===== src/rtl/mks_pkg.sv =====
// shared constants, codes and beat types for the keep-alive supervisor
`timescale 1ns / 1ps
package mks_pkg;

	localparam int IDLE_W = 27;
	localparam int THR_W = 26;
	localparam int CMP_W = (IDLE_W > THR_W) ? IDLE_W : THR_W;

	localparam logic [15:0] KA_RESET = 16'd15;
	localparam logic [9:0] MS_PER_S = 10'd1000;
	localparam logic [THR_W-1:0] FULL_RESET = THR_W'(KA_RESET) * THR_W'(MS_PER_S);
	localparam logic [THR_W-1:0] HALF_RESET = FULL_RESET >> 1;
	localparam logic [IDLE_W-1:0] IDLE_MAX = '1;

	localparam logic [2:0] CMD_TICK = 3'd0;
	localparam logic [2:0] CMD_OPEN = 3'd1;
	localparam logic [2:0] CMD_RECV = 3'd2;
	localparam logic [2:0] CMD_SENT = 3'd3;
	localparam logic [2:0] CMD_SUBSCRIBE = 3'd4;
	localparam logic [2:0] CMD_CLOSE = 3'd5;
	localparam logic [2:0] CMD_LOST = 3'd6;
	localparam logic [2:0] CMD_UNUSED = 3'd7;

	localparam logic [2:0] ACT_NONE = 3'd0;
	localparam logic [2:0] ACT_PINGREQ = 3'd1;
	localparam logic [2:0] ACT_PINGRESP = 3'd2;
	localparam logic [2:0] ACT_DROP = 3'd3;
	localparam logic [2:0] ACT_PUBLISH = 3'd4;
	localparam logic [2:0] ACT_ACCEPTED = 3'd5;
	localparam logic [2:0] ACT_REFUSED = 3'd6;
	localparam logic [2:0] ACT_DISCONNECT = 3'd7;

	localparam logic [3:0] PT_PUBLISH = 4'd3;
	localparam logic [3:0] PT_PINGREQ = 4'd12;
	localparam logic [3:0] PT_PINGRESP = 4'd13;

	localparam logic [15:0] CONNACK_LEN = 16'd4;
	localparam logic [7:0] RC_ACCEPTED = 8'd0;

	typedef struct packed {
		logic [THR_W-1:0] full;
		logic [THR_W-1:0] half;
	} thr_t;

	typedef struct packed {
		logic [7:0]  return_code;
		logic [15:0] packet_length;
		logic [3:0]  packet_type;
		logic [2:0]  command;
	} evt_t;

	typedef struct packed {
		logic [15:0] message_id;
		logic        ping_pending;
		logic [1:0]  link_state;
		logic [2:0]  action;
	} res_t;

endpackage


===== src/rtl/mks_thresh.sv =====
// keep-alive register, held as full and half timeout in milliseconds
`timescale 1ns / 1ps
module mks_thresh import mks_pkg::*; (
	input  logic        clk,
	input  logic        arst_n,
	input  logic        cfg_we,
	input  logic [15:0] cfg_wdata,
	output thr_t        thr
);

	logic [THR_W-1:0] full_d;
	logic [THR_W-1:0] full_q;
	logic [THR_W-1:0] half_q;

	assign full_d = THR_W'(cfg_wdata) * THR_W'(MS_PER_S);

	always_ff @(posedge clk or negedge arst_n) begin
		if (!arst_n) begin
			full_q <= FULL_RESET;
			half_q <= HALF_RESET;
		end else if (cfg_we) begin
			full_q <= full_d;
			half_q <= full_d >> 1;
		end
	end

	assign thr.full = full_q;
	assign thr.half = half_q;

endmodule


===== src/rtl/mks_fsm.sv =====
// link state, idle counters, ping flag and message id with per-beat update
`timescale 1ns / 1ps
module mks_fsm import mks_pkg::*; (
	input  logic clk,
	input  logic arst_n,
	input  logic fire,
	input  evt_t evt,
	input  thr_t thr,
	output res_t res
);

	typedef enum logic [1:0] {
		PH_DISCONNECTED = 2'd0,
		PH_AWAITING     = 2'd1,
		PH_CONNECTED    = 2'd2
	} phase_t;

	phase_t            phase_q, phase_d;
	logic [IDLE_W-1:0] in_q, in_d, out_q, out_d;
	logic [IDLE_W-1:0] in_inc, out_inc;
	logic              ping_q, ping_d;
	logic [15:0]       id_q, id_d, id_inc;
	logic [2:0]        act;
	logic              in_over_full, in_over_half, out_over_half;

	assign in_inc = (in_q == IDLE_MAX) ? in_q : in_q + IDLE_W'(1);
	assign out_inc = (out_q == IDLE_MAX) ? out_q : out_q + IDLE_W'(1);
	assign id_inc = id_q + 16'd1;

	assign in_over_full = CMP_W'(in_inc) > CMP_W'(thr.full);
	assign in_over_half = CMP_W'(in_inc) > CMP_W'(thr.half);
	assign out_over_half = CMP_W'(out_inc) > CMP_W'(thr.half);

	always_comb begin
		phase_d = phase_q;
		in_d = in_q;
		out_d = out_q;
		ping_d = ping_q;
		id_d = id_q;
		act = ACT_NONE;
		unique case (evt.command)
			CMD_TICK: begin
				if (phase_q == PH_AWAITING) begin
					in_d = in_inc;
					if (in_over_full) begin
						phase_d = PH_DISCONNECTED;
						act = ACT_DROP;
					end
				end else if (phase_q == PH_CONNECTED) begin
					in_d = in_inc;
					out_d = out_inc;
					if (in_over_half || out_over_half) begin
						if (ping_q) begin
							phase_d = PH_DISCONNECTED;
							act = ACT_DROP;
						end else begin
							in_d = '0;
							out_d = '0;
							ping_d = 1'b1;
							act = ACT_PINGREQ;
						end
					end
				end
			end
			CMD_OPEN: begin
				if (phase_q == PH_DISCONNECTED) begin
					phase_d = PH_AWAITING;
					in_d = '0;
					out_d = '0;
					id_d = 16'd1;
				end
			end
			CMD_RECV: begin
				if (phase_q == PH_AWAITING) begin
					if (evt.packet_length == CONNACK_LEN && evt.return_code == RC_ACCEPTED) begin
						phase_d = PH_CONNECTED;
						in_d = '0;
						ping_d = 1'b0;
						act = ACT_ACCEPTED;
					end else begin
						phase_d = PH_DISCONNECTED;
						act = ACT_REFUSED;
					end
				end else if (phase_q == PH_CONNECTED && evt.packet_length != 16'd0) begin
					in_d = '0;
					priority if (evt.packet_type == PT_PUBLISH) begin
						act = ACT_PUBLISH;
					end else if (evt.packet_type == PT_PINGREQ) begin
						act = ACT_PINGRESP;
					end else if (evt.packet_type == PT_PINGRESP) begin
						ping_d = 1'b0;
					end else begin
						act = ACT_NONE;
					end
				end
			end
			CMD_SENT: begin
				if (phase_q != PH_DISCONNECTED) begin
					out_d = '0;
				end
			end
			CMD_SUBSCRIBE: begin
				if (phase_q == PH_CONNECTED) begin
					id_d = (id_inc == 16'd0) ? 16'd1 : id_inc;
					out_d = '0;
				end
			end
			CMD_CLOSE: begin
				if (phase_q != PH_DISCONNECTED) begin
					phase_d = PH_DISCONNECTED;
					in_d = '0;
					out_d = '0;
					act = ACT_DISCONNECT;
				end
			end
			CMD_LOST: begin
				phase_d = PH_DISCONNECTED;
			end
			CMD_UNUSED: begin
				act = ACT_NONE;
			end
			default: begin
				act = ACT_NONE;
			end
		endcase
	end

	always_ff @(posedge clk or negedge arst_n) begin
		if (!arst_n) begin
			phase_q <= PH_DISCONNECTED;
			in_q <= '0;
			out_q <= '0;
			ping_q <= 1'b0;
			id_q <= '0;
		end else if (fire) begin
			phase_q <= phase_d;
			in_q <= in_d;
			out_q <= out_d;
			ping_q <= ping_d;
			id_q <= id_d;
		end
	end

	assign res.action = act;
	assign res.link_state = phase_d;
	assign res.ping_pending = ping_d;
	assign res.message_id = id_d;

	a_id_nonzero_connected: assert property (@(posedge clk) disable iff (!arst_n)
		phase_q == PH_CONNECTED |-> id_q != 16'd0)
		else $error("message id zero while connected");

	a_drop_disconnects: assert property (@(posedge clk) disable iff (!arst_n)
		fire && act == ACT_DROP |=> phase_q == PH_DISCONNECTED)
		else $error("drop did not leave link disconnected");

	a_pingreq_clears: assert property (@(posedge clk) disable iff (!arst_n)
		fire && act == ACT_PINGREQ |=> ping_q && in_q == '0 && out_q == '0)
		else $error("pingreq did not arm ping and clear counters");

	a_accept_connects: assert property (@(posedge clk) disable iff (!arst_n)
		fire && act == ACT_ACCEPTED |=> phase_q == PH_CONNECTED && !ping_q)
		else $error("accepted connack did not connect");

endmodule


===== src/rtl/mqtt_keepalive_supervisor.sv =====
// top level: event input stage, supervisor update, result output stage
//
// channel  dir  handshake          payload
// s_       in   s_tvalid/s_tready  s_tuser command, s_tdata type/length/return code
// m_       out  m_tvalid/m_tready  m_tuser action, m_tdata state/ping/message id
// cfg_     in   cfg_we             cfg_wdata keep-alive seconds
//
// one beat per clock sustained while m_tready stays high; an input beat reaches the result beat
// through the input register, then the state update into the result register
// arst_n clears link state, counters, ping flag, message id and both valids
// a stalled result holds while the input register still takes one more beat
`timescale 1ns / 1ps
module mqtt_keepalive_supervisor import mks_pkg::*; (
	input  logic        clk,
	input  logic        arst_n,
	input  logic        cfg_we,
	input  logic [15:0] cfg_wdata,
	input  logic        s_tvalid,
	output logic        s_tready,
	input  logic [2:0]  s_tuser,  // command
	input  logic [31:0] s_tdata,  // packet_type, packet_length, return_code
	output logic        m_tvalid,
	input  logic        m_tready,
	output logic [2:0]  m_tuser,  // action
	output logic [23:0] m_tdata   // link_state, ping_pending, message_id
);

	thr_t thr;
	evt_t evt_in;
	evt_t evt_s1;
	res_t res;
	res_t res_s2;
	logic valid_s1;
	logic valid_s2;
	logic adv;

	assign evt_in.command = s_tuser;
	assign evt_in.packet_type = s_tdata[3:0];
	assign evt_in.packet_length = s_tdata[19:4];
	assign evt_in.return_code = s_tdata[27:20];

	assign adv = valid_s1 && (!valid_s2 || m_tready);
	assign s_tready = !valid_s1 || adv;

	mks_thresh u_thresh (
		.clk       (clk),
		.arst_n    (arst_n),
		.cfg_we    (cfg_we),
		.cfg_wdata (cfg_wdata),
		.thr       (thr)
	);

	mks_fsm u_fsm (
		.clk    (clk),
		.arst_n (arst_n),
		.fire   (adv),
		.evt    (evt_s1),
		.thr    (thr),
		.res    (res)
	);

	always_ff @(posedge clk or negedge arst_n) begin
		if (!arst_n) begin
			valid_s1 <= 1'b0;
			valid_s2 <= 1'b0;
		end else begin
			if (s_tvalid && s_tready) begin
				valid_s1 <= 1'b1;
			end else if (adv) begin
				valid_s1 <= 1'b0;
			end
			if (adv) begin
				valid_s2 <= 1'b1;
			end else if (m_tready) begin
				valid_s2 <= 1'b0;
			end
		end
	end

	always_ff @(posedge clk) begin
		if (s_tvalid && s_tready) begin
			evt_s1 <= evt_in;
		end
		if (adv) begin
			res_s2 <= res;
		end
	end

	assign m_tvalid = valid_s2;
	assign m_tuser = res_s2.action;
	assign m_tdata = {5'd0, res_s2.message_id, res_s2.ping_pending, res_s2.link_state};

endmodule

===== config.mk =====
export PLATFORM = sky130hd
export DESIGN_NAME = mqtt_keepalive_supervisor
export DESIGN_NICKNAME = d
export VERILOG_FILES = /design/src/rtl/mks_pkg.sv /design/src/rtl/mks_thresh.sv /design/src/rtl/mks_fsm.sv /design/src/rtl/mqtt_keepalive_supervisor.sv
export SDC_FILE = /design/constraint.sdc
export NUM_CORES = 1
export LEC_CHECK = 0
export ABC_AREA = 1
export BUFFER_PORTS_ARGS = -buffer_cell sky130_fd_sc_hd__buf_2
export CAP_MARGIN = 10
export CELL_PAD_IN_SITES_DETAIL_PLACEMENT = 0
export CELL_PAD_IN_SITES_GLOBAL_PLACEMENT = 1
export CORE_MARGIN = 4
export CORE_UTILIZATION = 40
export CTS_CLUSTER_SIZE = 12
export DETAILED_ROUTE_END_ITERATION = 10
export HOLD_SLACK_MARGIN = 0.03
export PLACE_DENSITY_LB_ADDON = 0.1
export RECOVER_POWER = 100
export REMOVE_ABC_BUFFERS = 1
export SYNTH_ARGS = -nofsm -noshare
export SYNTH_HDL_FRONTEND = slang
export SYNTH_SLANG_ARGS = --single-unit

===== constraint.sdc =====
create_clock -name clk -period 3.7 [get_ports clk]
set_input_delay 0.555 -clock clk [delete_from_list [all_inputs] [get_ports clk]]
set_output_delay 0.555 -clock clk [all_outputs]
set_load 0.05 [all_outputs]

==> results of run 1 <==
[worst paths after layout]
path	end	slack, ns	cells after the start
max in group asynchronous	u_fsm.id_q[13]	0.60	1
worst max register to register	u_fsm.in_q[9]	-0.09	26
worst min register to register	u_thresh.half_q[12]	0.47	2
worst max-delay path	u_thresh.half_q[24]	-0.16	16
min in group asynchronous	u_thresh.half_q[5]	1.23	1
worst min-delay path	evt_s1[6]	0.29	1
[cells in the mapped netlist, drive strengths merged (31+ instances only)]
library cell,instances
dfrtp,91
o21ai,94
nor3,31
o22ai,41
fa,54
nand3,70
a21oi,53
edfxtp,53
nand2,330
xor2,45
inv,265
ha,125
nor2,139
[per-stage QoR]
| stage | worst slack (ns) | setup TNS [ns] |
|---|---|---|
| 2_1_floorplan | -0.6809 | -5.233 |
| 3_3_place_gp | -0.8940 | -31.67 |
| 3_5_place_dp | -0.9501 | -35.02 |
| 4_1_cts | -0.1236 | -3.533 |
| 5_1_grt | -0.3204 | -22.46 |
| 6_report | -0.1625 | -2.656 |
[what timing repair did]
item                                    CTS  global route
pin swaps                                85            92
endpoints found under the setup margin   76            76
gates cloned                              2             0
resized for setup                       167           142
buffers inserted                         14            19
[area by class of cell]
class	instances	area (um^2)
Fill cell	2890	13830
Multi-Input combinational cell	1080	8371
Sequential cell	151	4053
Timing Repair Buffer	317	2356
Inverter	267	1021
Tap cell	396	495.5
Clock buffer	21	440.4
Clock inverter	11	101.3
[metal layers]
| metal | global-route usage | vias to the layer above |
|---|---|---|
| met1 | 0.2916 | 5243 |
| met2 | 0.3363 | 173 |
| met3 | 0.02802 | 22 |
| met4 | 0.03846 | 0 |
| li1 | - | 5602 |
| met5 | 0 | - |
[registers in the layout, indices dropped and copies added, names as in the netlist]
name             cells
u_fsm.phase_q        2
u_thresh.half_q     23
m_tuser              3
m_tvalid             1
evt_s1              31
u_fsm.id_q          16
valid_s1             1
u_fsm.ping_q         1
u_fsm.in_q          27
m_tdata             19
u_fsm.out_q         27
[cells by family after synthesis]
logic type / after synthesis / share of synthesized area
xor gates and xnor gates: 53 / 0.03718
adders and majority gates: 179 / 0.2119
other: 1 / 0.0003004
DFF: 151 / 0.3246
and+or+nand+nor: 625 / 0.2264
buffers and inverters: 293 / 0.09240
AOI/OAI and AO/OA: 218 / 0.1072
[power groups by stage]
stage / Sequential (uW) / Combinational [uW] / Clock, uW
floorplan: 2580 / 3630 / 0
global placement: 2450 / 6290 / 0
detailed placement: 2460 / 6340 / 0
CTS: 2430 / 7500 / 1700
global route: 2490 / 9220 / 1760
finish: 2440 / 8380 / 1660
[critical path, cell delays in order]
cell       delay [ns]
buf_6            0.10
fa_1             0.54
inv_1            0.07
fa_2             0.55
fa_1             0.44
fa_1             0.54
inv_2            0.05
ha_4             0.16
a21o_1           0.23
a21boi_2         0.19
o21ai_2          0.08
buf_4            0.14
nand2_2          0.05
o2111ai_2        0.10
or2_4            0.26
a31oi_1          0.15
==> results.cfg, run 1 <==
[floorplan]
fp-row-count = 64
start_util = 0.4071
die_h_um = 184.7
io_pins = 85
die-area_um2 = 34100
fp.coreArea_um2 = 30670
die_w_um = 184.7

[power]
p_leak_uw = 0.007849
pwr-share-comb = 0.672
swShare = 0.4458
ir_drop_uv = 458.0
p_total_uw = 12480
power_switching_uw = 5564
power_density_nw_per_um2 = 741.2
seqPwrFrac = 0.196
p_clk_frac = 0.133
p_int_uw = 6917

[drt]
route.detailed.drc = 0
top_layer = met4
firstDrtPassIters = 5
wl_met3_um = 1044
wl_met2_um = 16420
num_vias = 11040
postRouteAntennaNets = 0
drt-total-wl_um = 34650
drt_iter0_markers = 648
met1_length_um = 16820
viasPerCell = 4.922
wire_per_inst_um = 15.45

[worst_setup_path]
rr_startpoint = u_fsm.out_q[0]
endpoint_kind = register
arrival_ns = 4.22
path_class = in -> reg
worstPathRequired_ns = 4.05
critPathLaunch = cfg_wdata[0]
crit_fanout = 2
critPathLaunchType = input port

[timing]
tightest_slew_ns = 3.309
layout_setup_ws_ns = -0.1625
setup_viol = 37
max_freq_mhz = 258.9
fin_crit_ns = 3.863
min_period_over_period = 1.044
fin_skew_ns = 0.01209
worst_hold_slack_ns = 0.2910
rsz0062_at_grt = yes
finalHoldViolations = 0
relSlewSlack = -1.206
finalMaxSlewViolations = 71

[clock_network]
cts_max_path_buffers = 2
cts.htree.levels = 4
clk_pin_slew_ns = 0.06
cts_hold_buf = 0
numCtsBuffers = 17
cts_root_buffer = clkbuf_16
clock_sinks = 151
cts_tree = built
clk_latency_ns = 0.43

[logic_synthesis]
ys.flop_type = dfrtp_1
seq_area_frac_synth = 0.3246
async_flop_share = 0.6490
synth-seq-cells = 151
synth_top_area_share = 0.1824
synth.top_cells.by_area = dfrtp_1 18%, edfxtp_1 13%, ha_1 13%, nand2_1 9.4%, fa_1 8.7%
synthCells = 1520
yosys.area.top_type = dfrtp_1
yosys_warnings = 0
syn_area_um2 = 12480
synth_cell_type_count = 58
synth-edff-count = 53
synth_area_per_cell_um2 = 8.213

[placement]
hpwl_um = 26750
numPlacedInstances = 2179
globalplace.congestion = 0.8436
placedInstanceArea_um2 = 14830
port_buffers = 75

[final_layout]
area_delta_synth_final_pct = 34.87
fin_cells = 2243
nNetsFinal = 2069
final_util = 0.5490
n_antenna_cell = 0
drive_above_1_share = 0.3178
design_area_um2 = 16840
mostFrequentLayoutCells = 281 x nand2_1, 227 x inv_1, 214 x buf_4
mostFrequentLayoutCell = nand2_1

[min_path]
hold_class = in -> reg
min-delay-start = s_tdata[3]

[global_route]
grt-ovfl-total = 0
grt_antenna_before_repair = 0
grt_max_degree = 58
grt_pass1_vias = 10970
grt_use_total = 0.2043
grt_pass1_wl_um = 55800

[run_status]
status = finished with violations
violations = capacitance limit, slew limit, setup timing

[flow_run]
cap_violations = 2
(Power assumes the default switching activity.)
==> run 2, diff against run 1 <==
GPL_TIMING_DRIVEN = 0   (was not set)
==> results.cfg, run 2 (synthesized netlist as in run 1, its figures left out) <==
[final_layout]
n_antenna_cell = 0
drive_above_1_share = 0.2687
top_regs = evt_s1 x31, u_fsm.in_q x27, u_fsm.out_q x27
largest-register = evt_s1
fillerInstances = 2993
mostFrequentLayoutCell = nand2_1
area_delta_synth_final_pct = 27.38
nNetsFinal = 1919
largest_register_ffs = 31
design_area_um2 = 15900
mostFrequentLayoutCells = 278 x nand2_1, 233 x inv_1, 105 x ha_1

[floorplan]
die-area_um2 = 34100
io_pins = 85
die_w_um = 184.7
die_h_um = 184.7
start_util = 0.4071
fp-row-count = 64
fp.coreArea_um2 = 30670

[worst_setup_path]
endpoint_kind = register
crit_top_cell = fa_1
crit_path_top_delay_cell = fa_1
cp_cell_sequence = clkbuf_1 -> fa_1 -> inv_1 -> fa_2 -> fa_1 -> fa_1 -> inv_2 -> ha_4 -> clkbuf_2 -> nand2_4 -> nor2_4 -> a21oi_4 -> o21ai_4 -> nand3_2 -> nand2_1 -> nand2_1 -> nand3_1 -> o21ai_0
regToRegSetupSlack_ns = -0.21
path_class = in -> reg
path_buf_inv = 4
worstPathRequired_ns = 3.98
critPathLaunchType = input port
max_stage_delay_ns = 0.55
rr_startpoint = u_fsm.out_q[0]
crit_fanout = 5
arrival_ns = 4.26
path_delay_family = adder cells
critPathLaunch = cfg_wdata[0]

[timing]
min_period_over_period = 1.074
relSlewSlack = -0.6419
rsz0062_at_grt = yes
finalHoldViolations = 0
finalSetupTns_ns = -10.45
worst_hold_slack_ns = 0.2902
max_freq_mhz = 251.7
fin_crit_ns = 3.974
setup_viol = 72
finalMaxSlewViolations = 57
fin_skew_ns = 0.01090
tightest_slew_ns = 2.463
layout_setup_ws_ns = -0.2737

[placement]
detailedPlace.worstSlack_ns = -1.283
port_buffers = 75
hpwl_um = 25180
globalplace.congestion = 0.8506
placedInstanceArea_um2 = 13290

[drt]
postRouteAntennaNets = 0
viasPerCell = 5.068
drt_iter0_markers = 540
route.detailed.drc = 0
drt-total-wl_um = 33860
num_vias = 10610
firstDrtPassIters = 5
wire_per_inst_um = 16.18

[run_status]
status = finished with violations
violations = capacitance limit, slew limit, setup timing

[clock_network]
cts_max_path_buffers = 2
clk_latency_ns = 0.44
clock_sinks = 151
clk_pin_slew_ns = 0.06
cts_root_buffer = clkbuf_16
numCtsBuffers = 17
cts_hold_buf = 0
cts.htree.levels = 4
cts_tree = built

[power]
ir_drop_uv = 420.0
power_density_nw_per_um2 = 767.4
p_leak_uw = 0.007147
p_total_uw = 12200

[global_route]
grt_use_total = 0.2003
grt_pass1_vias = 10510
grt_max_degree = 60
grt_antenna_before_repair = 0
grt-ovfl-total = 0
grt_pass1_wl_um = 54250

[flow_run]
cap_violations = 2

[min_path]
min-delay-start = s_tdata[0]
hold_class = in -> reg
## run 2: area by class of cell
type	instances	area [um^2]	share of cell area
clock buffer	20	436.7	0.02746
clock inverter	12	102.6	0.006452
inverter	267	1037	0.06522
multi-input combinational	1086	8610	0.5414
sequential	151	4055	0.2550
tap	396	495.5	0.03116
timing repair buffer	161	1166	0.07333
## run 2: routing by layer
metal	routed length (um)	GRT usage	vias to the layer above	share of wire
met5	0	0	-	0
met4	388	0.04287	0	0.011
met3	973	0.03079	24	0.029
met2	16240	0.3284	142	0.48
met1	16260	0.2829	5125	0.48
li1	-	-	5317	-
## run 2: path summary, 6_finish.rpt
path                                       end  depth (start not counted)
min in group asynchronous       u_fsm.out_q[1]                          1
max reg2reg                      u_fsm.in_q[9]                         25
max in group asynchronous       u_fsm.in_q[20]                          2
min reg2reg                u_thresh.half_q[11]                          2
max                        u_thresh.half_q[21]                         18
min                                  evt_s1[3]                          1
## run 2: what timing repair did
action / in CTS / in global routing
pin swaps: 97 / 69
cloned: 6 / 0
gates resized for setup: 231 / 121
setup endpoints to repair: 76 / 74
setup buffers: 58 / 27
## run 2: where the power goes
group / switching (uW) / internal [uW] / leakage [uW]
logic: 4670 / 3420 / 0.00509
registers: 277 / 2180 / 0.00180
clock network: 733 / 923 / 0.000260
## run 2: metrics by stage
step	std cells	util
floorplan	1498	-
global placement	1969	0.4311
detailed placement	1971	0.4332
CTS	2067	0.4968
global route	2093	0.5185
finish	2093	0.5185
## run 2: worst register-to-register path, delay by kind of cell (launching register included)
kind | cells | cell delay [ns]
AO/OA/AOI/OAI | 1 | 0.18
XOR/XNOR | 1 | 0.19
flip-flops | 1 | 0.42
buffers and inverters | 1 | 0.08
adder cells (fa/ha/maj) | 2 | 0.47
AND/OR/NAND/NOR | 20 | 2.47
